<file path="config.mk">
export PLATFORM = sky130hd
export DESIGN_NAME = bus_mailbox_motor_pulse_counters_top
export DESIGN_NICKNAME = d
export VERILOG_FILES = /design/src/rtl/core/bmmpc_pkg.sv /design/src/rtl/core/bmmpc_counters.sv /design/src/rtl/core/bmmpc_buffers.sv /design/src/rtl/core/bus_mailbox_motor_pulse_counters_top.sv
export SDC_FILE = /design/constraint.sdc
export NUM_CORES = 1
export LEC_CHECK = 0
export BUFFER_PORTS_ARGS = -buffer_cell sky130_fd_sc_hd__buf_4
export CELL_PAD_IN_SITES_DETAIL_PLACEMENT = 0
export CELL_PAD_IN_SITES_GLOBAL_PLACEMENT = 1
export CORE_UTILIZATION = 48
export CTS_CLUSTER_DIAMETER = 120
export DETAILED_ROUTE_END_ITERATION = 12
export PLACE_DENSITY_LB_ADDON = 0.1
export SYNTH_ARGS = -nofsm -noshare
export SYNTH_HDL_FRONTEND = slang
export SYNTH_HIERARCHICAL = 1
export SYNTH_SLANG_ARGS = --single-unit
export TNS_END_PERCENT = 5
</file>
<file path="constraint.sdc">
create_clock -name i_clk -period 7.5 [get_ports i_clk]
set_clock_uncertainty 0.1 [all_clocks]
set_input_delay 1.5 -clock i_clk [delete_from_list [all_inputs] [get_ports i_clk]]
set_output_delay 1.5 -clock i_clk [all_outputs]
set_load 0.02 [all_outputs]
</file>
<file path="src/rtl/core/bmmpc_pkg.sv">
// ----------------------------------------------------------------------------
// bmmpc_pkg
// Shared types and constants of the bus mailbox with motor pulse counters.
// ----------------------------------------------------------------------------
package bmmpc_pkg;

    // Buffer geometry.
    localparam int BUFFER_BYTES = 8;
    localparam int IDX_BITS     = $clog2(BUFFER_BYTES);
    localparam int POS_BITS     = $clog2(BUFFER_BYTES + 1);

    // Counter and limit geometry.
    localparam int COUNT_BITS     = 16;
    localparam int LIMIT_BITS     = 16;
    localparam int NUM_CHAN       = 4;
    localparam int CHAN_BITS      = 2;
    localparam int CMP_W          = (COUNT_BITS > LIMIT_BITS) ? COUNT_BITS : LIMIT_BITS;
    localparam int CFG_IDX_BITS   = 3;
    localparam int LIMIT_IDX_BITS = 2;

    // Reset values of the pulse limits, channel 0 in the low slot.
    localparam logic [NUM_CHAN-1:0][LIMIT_BITS-1:0] LIMIT_RESET =
        {16'd10, 16'd10, 16'd5, 16'd5};

    // Bus request codes.
    localparam logic [2:0] REQ_WRITE_START = 3'd0;
    localparam logic [2:0] REQ_WRITE_BYTE  = 3'd1;
    localparam logic [2:0] REQ_STOP        = 3'd2;
    localparam logic [2:0] REQ_READ_START  = 3'd3;
    localparam logic [2:0] REQ_READ_NEXT   = 3'd4;
    localparam logic [2:0] REQ_READ_DONE   = 3'd5;
    localparam logic [2:0] REQ_PULSE       = 3'd6;

    // Direction command codes held in command bytes 4 to 7.
    localparam logic [7:0] DIR_STOP = 8'h00;
    localparam logic [7:0] DIR_UP   = 8'h01;
    localparam logic [7:0] DIR_DOWN = 8'h02;
    localparam logic [7:0] DIR_HOLD = 8'h03;

    typedef struct packed {
        logic [2:0]           req_type;
        logic [7:0]           data_byte;
        logic [CHAN_BITS-1:0] channel;
    } t_in_item;

    typedef struct packed {
        logic [7:0] read_byte;
        logic       ack;
        logic       request_asserted;
        logic [7:0] duty_a;
        logic [7:0] duty_b;
        logic [7:0] duty_c;
        logic [7:0] duty_d;
    } t_out_item;

    // Buffer side to counter side: snapshot strobe and direction commands.
    typedef struct packed {
        logic                      snapshot;
        logic [NUM_CHAN-1:0][7:0]  dir;
    } t_buf_ctl;

    // Counter side to buffer side: snapshot values, with channels 2 and 3 shifted.
    typedef logic [NUM_CHAN-1:0][CMP_W-1:0] t_snap_view;

endpackage

</file>
<file path="src/rtl/core/bmmpc_counters.sv">
// ----------------------------------------------------------------------------
// bmmpc_counters
// Pulse limits, the four channel pulse counters and the attention request.
// ----------------------------------------------------------------------------
module bmmpc_counters import bmmpc_pkg::*; (
    input  logic                    i_clk,
    input  logic                    i_rst_n,
    input  logic                    i_cfg_we,
    input  logic [CFG_IDX_BITS-1:0] i_cfg_idx,
    input  logic [LIMIT_BITS-1:0]   i_cfg_data,
    input  logic                    i_fire,
    input  t_in_item                i_item,
    input  t_buf_ctl                i_ctl,
    output t_snap_view              o_view,
    output logic                    o_req_next
);

    logic [NUM_CHAN-1:0][LIMIT_BITS-1:0] r_limit;
    logic [NUM_CHAN-1:0][COUNT_BITS-1:0] r_cnt;
    logic [NUM_CHAN-1:0][COUNT_BITS-1:0] n_cnt;
    logic                                r_req;
    logic                                n_req;

    logic [COUNT_BITS-1:0] w_sel;
    logic [COUNT_BITS-1:0] w_step;
    logic [7:0]            w_dir;
    logic [CMP_W-1:0]      w_cmp_cnt;
    logic [CMP_W-1:0]      w_cmp_lim;

    // Limit registers are written from the configuration port.
    always_ff @(posedge i_clk) begin
        if (!i_rst_n) begin
            r_limit <= LIMIT_RESET;
        end else if (i_cfg_we && (i_cfg_idx < CFG_IDX_BITS'(NUM_CHAN))) begin
            r_limit[i_cfg_idx[LIMIT_IDX_BITS-1:0]] <= i_cfg_data;
        end
    end

    // Snapshot view: channels 2 and 3 are halved twice before they are copied.
    always_comb begin
        o_view[0] = CMP_W'(r_cnt[0]);
        o_view[1] = CMP_W'(r_cnt[1]);
        o_view[2] = CMP_W'(r_cnt[2] >> 2);
        o_view[3] = CMP_W'(r_cnt[3] >> 2);
    end

    // Stepped value of the channel that pulsed.
    always_comb begin
        w_sel = r_cnt[i_item.channel];
        w_dir = i_ctl.dir[i_item.channel];
        if (w_dir == DIR_UP) begin
            w_step = w_sel + COUNT_BITS'(1);
        end else if (w_dir == DIR_DOWN) begin
            w_step = w_sel - COUNT_BITS'(1);
        end else begin
            w_step = w_sel;
        end
        w_cmp_cnt = CMP_W'(w_step);
        w_cmp_lim = CMP_W'(r_limit[i_item.channel]);
    end

    // Next counter and request state.
    always_comb begin
        n_cnt = r_cnt;
        n_req = r_req;
        if (i_fire && i_ctl.snapshot) begin
            n_cnt[2] = r_cnt[2] >> 2;
            n_cnt[3] = r_cnt[3] >> 2;
        end
        if (i_fire && (i_item.req_type == REQ_PULSE)) begin
            n_cnt[i_item.channel] = w_step;
            if ((w_dir == DIR_HOLD) || (w_dir == DIR_STOP)) begin
                n_req = 1'b0;
            end
            if ((w_cmp_cnt > w_cmp_lim) && (w_dir == DIR_UP)) begin
                n_req = 1'b1;
            end
            if ((w_cmp_cnt < w_cmp_lim) && (w_dir == DIR_DOWN)) begin
                n_req = 1'b1;
            end
        end
    end

    always_ff @(posedge i_clk) begin
        if (!i_rst_n) begin
            r_cnt <= '0;
            r_req <= 1'b0;
        end else begin
            r_cnt <= n_cnt;
            r_req <= n_req;
        end
    end

    assign o_req_next = n_req;

endmodule

</file>
<file path="src/rtl/core/bmmpc_buffers.sv">
// ----------------------------------------------------------------------------
// bmmpc_buffers
// Command and reply byte stores with their write and read positions.
// ----------------------------------------------------------------------------
module bmmpc_buffers import bmmpc_pkg::*; (
    input  logic             i_clk,
    input  logic             i_rst_n,
    input  logic             i_fire,
    input  t_in_item         i_item,
    input  t_snap_view       i_view,
    output t_buf_ctl         o_ctl,
    output logic [7:0]       o_read_byte,
    output logic             o_ack,
    output logic [3:0][7:0]  o_duty
);

    logic [BUFFER_BYTES-1:0][7:0] r_cmd;
    logic [BUFFER_BYTES-1:0][7:0] n_cmd;
    logic [BUFFER_BYTES-1:0][7:0] r_reply;
    logic [BUFFER_BYTES-1:0][7:0] n_reply;
    logic [POS_BITS-1:0]          r_wpos;
    logic [POS_BITS-1:0]          n_wpos;
    logic [POS_BITS-1:0]          r_rpos;
    logic [POS_BITS-1:0]          n_rpos;
    logic                         r_pend;
    logic                         n_pend;
    logic                         w_snap;

    // A snapshot is taken on the first read-next byte of a read.
    assign w_snap = (i_item.req_type == REQ_READ_NEXT) && r_pend;

    always_comb begin
        o_ctl.snapshot = i_fire && w_snap;
        for (int d = 0; d < NUM_CHAN; d++) begin
            o_ctl.dir[d] = r_cmd[NUM_CHAN + d];
        end
    end

    // Reply store as it stands after a possible snapshot.
    always_comb begin
        n_reply = r_reply;
        if (w_snap) begin
            for (int c = 0; c < NUM_CHAN; c++) begin
                n_reply[2 * c]     = i_view[c][7:0];
                n_reply[2 * c + 1] = i_view[c][15:8];
            end
        end
    end

    // Request decode: positions, stores, offered byte and acknowledge.
    always_comb begin
        n_cmd       = r_cmd;
        n_wpos      = r_wpos;
        n_rpos      = r_rpos;
        n_pend      = r_pend;
        o_read_byte = 8'h00;
        o_ack       = 1'b0;
        unique case (i_item.req_type)
            REQ_WRITE_START: begin
                n_wpos = '0;
                o_ack  = 1'b1;
            end
            REQ_WRITE_BYTE: begin
                if (r_wpos < POS_BITS'(BUFFER_BYTES)) begin
                    n_cmd[r_wpos[IDX_BITS-1:0]] = i_item.data_byte;
                    n_wpos = r_wpos + POS_BITS'(1);
                end
                o_ack = 1'b1;
            end
            REQ_STOP: begin
                o_ack = 1'b1;
            end
            REQ_READ_START: begin
                o_read_byte = r_reply[0];
                n_rpos      = POS_BITS'(1);
                o_ack       = 1'b1;
            end
            REQ_READ_NEXT: begin
                n_pend = 1'b0;
                if (r_rpos < POS_BITS'(BUFFER_BYTES)) begin
                    o_read_byte = n_reply[r_rpos[IDX_BITS-1:0]];
                    n_rpos      = r_rpos + POS_BITS'(1);
                    o_ack       = (n_rpos != POS_BITS'(BUFFER_BYTES));
                end
            end
            REQ_READ_DONE: begin
                n_pend = 1'b1;
                o_ack  = 1'b1;
            end
            default: begin
                // Pulse events and the unused code leave the buffers alone.
            end
        endcase
    end

    always_ff @(posedge i_clk) begin
        if (!i_rst_n) begin
            r_cmd   <= '0;
            r_reply <= '0;
            r_wpos  <= '0;
            r_rpos  <= '0;
            r_pend  <= 1'b1;
        end else if (i_fire) begin
            r_cmd   <= n_cmd;
            r_reply <= n_reply;
            r_wpos  <= n_wpos;
            r_rpos  <= n_rpos;
            r_pend  <= n_pend;
        end
    end

    // Duty values reflect the command store after this request.
    always_comb begin
        for (int d = 0; d < 4; d++) begin
            o_duty[d] = i_fire ? n_cmd[d] : r_cmd[d];
        end
    end

endmodule

</file>
<file path="src/rtl/core/bus_mailbox_motor_pulse_counters_top.sv">
// ----------------------------------------------------------------------------
// bus_mailbox_motor_pulse_counters_top
// Bus mailbox with four motor pulse counters and an attention request line.
// ----------------------------------------------------------------------------
// Each request passes an input register and a result register; its result is
// valid in the result register once the held request moves on from the input
// register. A new request is accepted in every cycle while the result side keeps
// taking results. The rate rests on the single update of the buffer and counter
// state between those two registers.
// The user must write limits through the configuration port only while no
// request is in flight; the block itself does not enforce this.
module bus_mailbox_motor_pulse_counters_top import bmmpc_pkg::*; (
    input  logic                    i_clk,
    input  logic                    i_rst_n,
    input  logic                    i_in_valid,
    output logic                    o_in_ready,
    input  t_in_item                i_in_item,
    output logic                    o_out_valid,
    input  logic                    i_out_ready,
    output t_out_item               o_out_item,
    input  logic                    i_cfg_we,
    input  logic [CFG_IDX_BITS-1:0] i_cfg_idx,
    input  logic [LIMIT_BITS-1:0]   i_cfg_data
);

    logic            r_in_valid;
    t_in_item        r_in;
    logic            r_out_valid;
    t_out_item       r_out;
    t_out_item       n_out;
    logic            w_adv;
    t_buf_ctl        w_ctl;
    t_snap_view      w_view;
    logic            w_req_next;
    logic [7:0]      w_read_byte;
    logic            w_ack;
    logic [3:0][7:0] w_duty;

    // The held request moves on when the result register is free or draining.
    assign w_adv      = r_in_valid && (!r_out_valid || i_out_ready);
    assign o_in_ready = !r_in_valid || w_adv;

    always_ff @(posedge i_clk) begin
        if (!i_rst_n) begin
            r_in_valid <= 1'b0;
        end else if (o_in_ready) begin
            r_in_valid <= i_in_valid;
        end
    end

    always_ff @(posedge i_clk) begin
        if (o_in_ready && i_in_valid) begin
            r_in <= i_in_item;
        end
    end

    bmmpc_buffers u_buffers (
        .i_clk       (i_clk),
        .i_rst_n     (i_rst_n),
        .i_fire      (w_adv),
        .i_item      (r_in),
        .i_view      (w_view),
        .o_ctl       (w_ctl),
        .o_read_byte (w_read_byte),
        .o_ack       (w_ack),
        .o_duty      (w_duty)
    );

    bmmpc_counters u_counters (
        .i_clk      (i_clk),
        .i_rst_n    (i_rst_n),
        .i_cfg_we   (i_cfg_we),
        .i_cfg_idx  (i_cfg_idx),
        .i_cfg_data (i_cfg_data),
        .i_fire     (w_adv),
        .i_item     (r_in),
        .i_ctl      (w_ctl),
        .o_view     (w_view),
        .o_req_next (w_req_next)
    );

    // Result assembly.
    always_comb begin
        n_out.read_byte        = w_read_byte;
        n_out.ack              = w_ack;
        n_out.request_asserted = w_req_next;
        n_out.duty_a           = w_duty[0];
        n_out.duty_b           = w_duty[1];
        n_out.duty_c           = w_duty[2];
        n_out.duty_d           = w_duty[3];
    end

    always_ff @(posedge i_clk) begin
        if (!i_rst_n) begin
            r_out_valid <= 1'b0;
        end else if (w_adv) begin
            r_out_valid <= 1'b1;
        end else if (i_out_ready) begin
            r_out_valid <= 1'b0;
        end
    end

    always_ff @(posedge i_clk) begin
        if (w_adv) begin
            r_out <= n_out;
        end
    end

    assign o_out_valid = r_out_valid;
    assign o_out_item  = r_out;

    // A held request that cannot move on blocks new requests.
    a_stall_blocks_input: assert property (@(posedge i_clk) disable iff (!i_rst_n)
        (r_in_valid && !w_adv) |-> !o_in_ready)
        else $error("input accepted while the held request is stalled");

    // A read start is always acknowledged in the result that follows.
    a_read_start_ack: assert property (@(posedge i_clk) disable iff (!i_rst_n)
        (w_adv && (r_in.req_type == REQ_READ_START)) |=> (o_out_valid && o_out_item.ack))
        else $error("read start result not acknowledged");

    // Pulse results carry no read byte and no acknowledge.
    a_pulse_quiet: assert property (@(posedge i_clk) disable iff (!i_rst_n)
        (w_adv && (r_in.req_type == REQ_PULSE))
        |=> ((o_out_item.read_byte == 8'h00) && !o_out_item.ack))
        else $error("pulse result drives read byte or acknowledge");

    // Write requests never offer a read byte.
    a_write_no_byte: assert property (@(posedge i_clk) disable iff (!i_rst_n)
        (w_adv && ((r_in.req_type == REQ_WRITE_BYTE) || (r_in.req_type == REQ_WRITE_START)))
        |=> (o_out_item.read_byte == 8'h00))
        else $error("write result offers a read byte");

endmodule

</file>
==> results of run 1 <==
[tightest hold or removal path: cells and delay by family (launching register included)]
kind,cells,cell delay [ns]
flops,1,0.30
simple gates,1,0.05
compound gates,1,0.05
[power by group through the flow]
stage	combinational [W]	clock, W	sequential, W
floorplan	0.000122	0	0.00185
finish	0.000193	0.00174	0.00181
detailed placement	0.000194	0	0.00185
global route	0.000209	0.00185	0.00181
global placement	0.000193	0	0.00185
CTS	0.000195	0.00177	0.00181
[metrics by stage]
step,util (%),total power [W],hold WS [ns],instance area (µm²)
final,52.6,0.00374,0.352,17700
after global routing,52.6,0.00387,0.370,17700
after CTS,52.6,0.00378,0.354,17700
after detailed placement,49.2,0.00204,0.346,16500
after global placement,49.2,0.00204,0.340,16500
after floorplan,-,0.00197,0.333,16400
[sequential cells by signal, summed over array words and instances (netlist names)]
name                count
u_buffers/r_rpos        4
u_buffers/r_reply      64
u_buffers/r_wpos        4
u_counters/r_req        1
o_out_item             42
u_buffers/o_ctl        32
u_buffers/r_pend        1
u_counters/r_limit     64
r_in                   13
u_counters/o_view      60
r_in_valid              1
u_counters/r_cnt        4
u_buffers/r_cmd        32
o_out_valid             1
[cells in the mapped netlist, types with 21 or more instances]
library cell / count / area share, %
nand2_1: 319 / 7.3
dfxtp_1: 268 / 33
buf_4: 98 / 4.5
a21oi_1: 86 / 2.6
clkbuf_1: 82 / 1.9
mux2_2: 73 / 5.0
a21boi_0: 68 / 3.1
nand3_1: 62 / 1.9
mux2i_1: 60 / 3.7
edfxtp_1: 55 / 10
mux4_2: 50 / 6.9
and2_1: 45 / 1.7
o21ai_0: 44 / 1.3
nor2b_1: 41 / 1.6
inv_1: 31 / 0.71
nor2_1: 28 / 0.64
and3_1: 21 / 0.80
[layout make-up]
type / count / area (µm²) / share of cell area, %
multi-input combinational: 1148 / 8070 / 45.7
clock inverter: 13 / 141 / 0.800
timing repair buffer: 101 / 762 / 4.31
clock buffer: 52 / 1010 / 5.72
sequential: 323 / 7020 / 39.7
inverter: 31 / 116 / 0.658
tap: 448 / 561 / 3.17
[logic make-up after synthesis]
group,share of synthesized area (%)
xor gates and xnor gates,0.641
other,0.0229
buffers and inverters,8.20
and+or+nand+nor,18.4
AOI/OAI and AO/OA,12.9
DFF,42.8
adders and majority gates,1.53
muxes,15.5
[metal layers]
metal	up-vias	GRT usage, %	share of wire [%]
li1	5861	-	-
met1	5934	35.1	47
met2	311	38.0	46
met3	57	3.83	5.4
met4	0	6.87	2.3
met5	-	0	0
[worst paths after layout]
| check | to | depth (start not counted) |
|---|---|---|
| hold / removal | u_counters/r_limit[11] | 2 |
| hold reg to reg | u_counters/r_limit[11] | 2 |
| setup reg to reg | u_counters/r_req | 14 |
| setup / recovery | u_counters/r_req | 14 |
==> results.py, run 1 <==
metrics = {
    "clocking": {
        "clk_path_buf_depth": 3,
        "cts_setup_buffers": 0,
        "cts_root_buf": "clkbuf_16",
        "cts_made_buffers": 36,
        "cts_max_level": 2,
        "clkTransAtPathRegs_ns": 0.06,
        "clock_latency_ns": 0.53,
        "cts_num_sinks": 323,
        "hold_buffers": 0,
        "cts_tree": "built",
        "post_cts_resized": 0,
    },
    "global_routing": {
        "grt_pass1_wl_um": 67600,
        "grt_use_total_pct": 24.4,
        "grt_overflow": 0,
        "first_global_vias": 11500,
        "grt_max_degree": 114,
        "antenna_found_initial": 0,
    },
    "floorplanning": {
        "fp.dieArea_um2": 34900,
        "rows": 67,
        "fp.coreArea_um2": 33600,
        "die_w_um": 187,
        "die_y_um": 187,
        "start_util_pct": 48.8,
        "top_level_ports": 81,
    },
    "synth": {
        "ys.flop_type": "dfxtp_1",
        "synth-edff-count": 55,
        "synth_area_um2": 16400,
        "syn-instance-count": 1715,
        "ys.warnings.count": 6,
        "seq_area_frac_synth_pct": 42.8,
        "async_flop_share_pct": 0,
        "synth_cell_types": 75,
        "syn_area_per_cell_um2": 9.57,
        "ys_seq_elements": 323,
    },
    "routing": {
        "first_pass_iters": 5,
        "drc": 0,
        "ant_nets": 0,
        "drt_iter0_drc": 978,
        "wl_per_cell_um": 20.2,
        "vias": 12200,
        "wl_um": 42800,
        "avgViaCountPerCell": 5.75,
    },
    "power_and_ir_drop": {
        "p_int_w": 0.00287,
        "power_frac_comb_pct": 5.2,
        "clock_power_share_pct": 46.5,
        "peakVddDrop_mv": 0.174,
        "p_sw_share_pct": 23.1,
        "leakagePower_nw": 6.48,
        "p_seq_share_pct": 48.4,
        "p_per_area_nw_per_um2": 211,
        "p_switching_w": 0.000863,
    },
    "timing": {
        "worst_slack_ns": 2.48,
        "tightest_slew_ns": 1.18,
        "final.min_clock_period_ns": 5.02,
        "slew_headroom_pct": 20.3,
        "fin_crit_sh_pct": 66.9,
        "tns_ns": 0,
        "final_hold_viol_count": 0,
        "max_freq_mhz": 199,
        "rsz0062_at_grt": "no",
        "drv_slew": 0,
        "setup_viol": 0,
    },
    "final_layout": {
        "diodes": 0,
        "nFillCells": 3066,
        "mostFrequentLayoutCells": "nand2_1, dfxtp_1, buf_4, a21oi_1, mux2_2",
        "fin_cells": 2116,
        "layout_commonest_cell": "nand2_1",
        "drive_above_1_share_pct": 18.3,
        "syn_to_final_growth_pct": 7.79,
        "layout.nets": 1698,
    },
    "worst_hold_path": {
        "hp-start": "u_counters/r_limit[11]",
        "min_path_type": "reg -> reg",
    },
    "placed_design": {
        "placed_cells": 2051,
        "gp_congestion": 0.882,
        "pre_cts_slack_ns": 2.56,
        "port-buffer-count": 80,
        "place_hpwl_um": 28400,
    },
    "worst_setup_path": {
        "end_kind": "flop",
        "startpoint": "r_in[0]",
        "worstPathMaxFanout": 15,
        "critPathBufInv": 1,
        "crit_family": "simple AND/OR/NAND/NOR gates",
        "required_ns": 7.85,
        "path_common_cell": "a21o_1",
        "crit_type": "reg -> reg",
        "crit_chain": "buf_4 -> mux4_2 -> and4_1 -> and3_1 -> nand4_1 -> and2_1 -> xnor2_1 -> ha_1 -> a21o_1 -> a21o_1 -> a211oi_1 -> o21ai_0 -> or4_1 -> a31oi_1",
        "cpPeakStageDelay_ns": 0.80,
        "r2r-start": "r_in[0]",
        "cp-start-kind": "flop",
        "cp_slowest_cell": "edfxtp_1",
        "rrSetupSlack_ns": 2.48,
        "cp.arrival_ns": 5.37,
    },
    "job": {
        "drv_cap": 0,
    },
    "outcome": {
        "outcome": "completed",
    },
}
Note: power is estimated with default switching activity, not from simulation.
==> run 2, diff against run 1 <==
Settings changed: ABC_AREA from default to 1, CORE_UTILIZATION 48 to 41.
Clock period 7.5 ns to 4.44 ns, I/O delays scaled along.
==> results.py, run 2 <==
metrics = {
    "synth": {
        "synth_area_um2": 16600,
        "yosys-top-cells-count": "nand2_1, inv_1, dfxtp_1",
        "ys_seq_elements": 323,
        "synth_cell_types": 47,
        "ys.warnings.count": 6,
        "async_flop_share_pct": 0,
        "yosys.area.top_type": "dfxtp_1",
        "yosys-top-cells-area": "dfxtp_1, nand2_1, edfxtp_1",
        "synth-edff-count": 55,
        "syn-instance-count": 2309,
        "ys.flop_type": "dfxtp_1",
        "synth.most_common_cell": "nand2_1",
        "syn_area_per_cell_um2": 7.21,
        "synth_top_area_share_pct": 32.2,
        "seq_area_frac_synth_pct": 42.2,
    },
    "routing": {
        "vias": 14600,
        "wl_um": 50500,
        "avgViaCountPerCell": 5.22,
        "drc": 0,
        "first_pass_iters": 5,
        "wl_per_cell_um": 18.0,
        "ant_nets": 0,
        "drt_iter0_drc": 983,
    },
    "worst_setup_path": {
        "end_kind": "flop",
        "path_common_cell": "nand2_1",
        "crit_type": "reg -> reg",
        "r2r-start": "r_in[0]",
        "cp.arrival_ns": 4.23,
        "worstPathMaxFanout": 13,
        "cp_slowest_cell": "edfxtp_1",
        "cpPeakStageDelay_ns": 0.52,
        "r2r_cells": 23,
        "worstReg2RegEnd": "o_out_item[32]",
        "required_ns": 4.65,
        "rrSetupSlack_ns": 0.41,
        "cp-start-kind": "flop",
        "crit_chain": "inv_2 -> buf_4 -> nand3_1 -> o21ai_0 -> nor2_2 -> inv_1 -> ha_1 -> nand3_1 -> nor2_2 -> nand3_1 -> nand2_1 -> nand3_1 -> nand2_1 -> nand2_1 -> inv_1 -> ha_1 -> nand2_1 -> nor4_1 -> nand2_1 -> a31oi_1 -> nand3_1 -> nand2_1 -> inv_1",
    },
    "clocking": {
        "hold_buffers": 0,
        "clk_path_buf_depth": 3,
        "clkTransAtPathRegs_ns": 0.06,
        "cts_root_buf": "clkbuf_16",
        "cts_num_sinks": 323,
        "cts_made_buffers": 39,
        "post_cts_resized": 0,
        "cts_tree": "built",
        "clock_latency_ns": 0.55,
        "cts_max_level": 2,
    },
    "timing": {
        "rsz0062_at_grt": "no",
        "slew_headroom_pct": 40.9,
        "worst_slack_ns": 0.414,
        "final.min_clock_period_ns": 4.03,
        "tightest_slew_ns": 0.885,
        "hold_ws_ns": 0.345,
        "max_freq_mhz": 248,
        "tns_ns": 0,
        "final_hold_viol_count": 0,
        "fin_crit_sh_pct": 90.7,
        "setup_viol": 0,
        "drv_slew": 0,
    },
    "final_layout": {
        "diodes": 0,
        "mostFrequentLayoutCells": "nand2_1, inv_1, dfxtp_1, nor2_1, nand3_1",
        "layout_commonest_cell": "nand2_1",
        "syn_to_final_growth_pct": 9.83,
        "layout.nets": 2306,
        "drive_above_1_share_pct": 10.3,
    },
    "global_routing": {
        "antenna_found_initial": 0,
        "first_global_vias": 13500,
        "grt_pass1_wl_um": 78700,
        "grt_max_degree": 171,
        "grt_use_total_pct": 24.4,
        "grt_overflow": 0,
    },
    "power_and_ir_drop": {
        "p_sw_share_pct": 24.4,
        "leakagePower_nw": 8.49,
        "p_per_area_nw_per_um2": 384,
        "clock_power_share_pct": 47.5,
        "power_frac_comb_pct": 7.9,
        "p_int_w": 0.00531,
        "p_switching_w": 0.00171,
        "p_seq_share_pct": 44.6,
        "peakVddDrop_mv": 0.282,
    },
    "floorplanning": {
        "fp.coreArea_um2": 39900,
        "top_level_ports": 81,
        "rows": 73,
        "die_y_um": 203,
        "start_util_pct": 41.7,
        "fp.dieArea_um2": 41400,
        "die_w_um": 203,
    },
    "placed_design": {
        "place_hpwl_um": 33900,
        "gp_congestion": 0.894,
        "port-buffer-count": 80,
        "pre_cts_slack_ns": 0.351,
    },
    "worst_hold_path": {
        "whs_path_depth": 2,
        "min_path_type": "reg -> reg",
        "min_to": "u_buffers/o_ctl[28]",
        "hp-start": "u_buffers/o_ctl[28]",
    },
    "outcome": {
        "outcome": "completed",
    },
    "job": {
        "drv_cap": 0,
    },
}
[run 2: cell count changes after synthesis, moves of 38 or more]
cell,change
inv_1,+263
nor2_1,+181
nand3_1,+145
nand2_1,+137
o21ai_0,+114
mux2_2,-73
a21boi_0,-67
mux2i_1,-60
o211ai_1,+57
nand4_1,+53
mux4_2,-50
nor2b_1,-41
o21ai_1,+38
[run 2: logic make-up after synthesis]
kind of cell    count (synthesis)  synth area share, %
xor+xnor                        4                0.211
fa+ha+maj                      20                 1.50
buf+inv                       534                 14.9
flops                         323                 42.2
other cells                     1               0.0225
simple gates                 1005                 26.4
compound gates                422                 14.9
[run 2: worst max-delay path by stage]
stage	startpoint	end	cells after the start
after floorplan	i_out_ready	u_counters/o_view[4]	8
after global routing	r_in[0]	o_out_item[32]	22
final	r_in[0]	o_out_item[32]	23
after CTS	r_in[0]	o_out_item[32]	21
after detailed placement	r_in[0]	o_out_item[32]	21
after global placement	r_in[0]	o_out_item[32]	21
[run 2: metrics by stage]
| stage | cell area, µm² | power [W] | cells | utilization [%] |
|---|---|---|---|---|
| after floorplan | 16700 | 0.00357 | 2312 | - |
| after global routing | 18300 | 0.00729 | 2802 | 45.8 |
| after detailed placement | 16900 | 0.00375 | 2731 | 42.4 |
| after CTS | 18300 | 0.00711 | 2800 | 45.7 |
| after global placement | 16900 | 0.00374 | 2731 | 42.4 |
| final | 18300 | 0.00702 | 2802 | 45.8 |
[run 2: worst max-delay path: cells and delay by family, from the launching register on]
kind	cells	cell delay, ns
buffers and inverters	5	0.50
adder cells (fa/ha/maj)	2	0.51
AND/OR/NAND/NOR	14	1.87
flip-flops	1	0.52
AO/OA/AOI/OAI	2	0.28
[run 2: area by class of cell]
cell class                 instances  area (µm²)
clock inverter                    13         208
sequential                       323        7020
inverter                         313        1180
fill                            4072       21600
tap                              525         657
timing repair buffer             117         907
clock buffer                      56        1120
multi-input combinational       1455        7190
[run 2: power by group through the flow]
stage | registers (W) | clock network, W | logic, W
after floorplan | 0.00320 | 0 | 0.000371
after global placement | 0.00319 | 0 | 0.000546
after detailed placement | 0.00319 | 0 | 0.000552
after CTS | 0.00313 | 0.00343 | 0.000554
after global routing | 0.00314 | 0.00353 | 0.000621
final | 0.00313 | 0.00333 | 0.000554
[run 2: metal layers]
metal | up-vias | track usage [%] | wire length [µm]
met4 | 0 | 6.63 | 1010
met5 | - | 0 | 0
met3 | 58 | 2.99 | 2060
met2 | 289 | 38.0 | 22100
li1 | 7349 | - | -
met1 | 6919 | 35.2 | 25300
[run 2: timing repair]
item | in CTS | in global routing
buffers inserted | 0 | 2
setup endpoints to repair | 0 | 1
hold endpoints to repair | 0 | 0
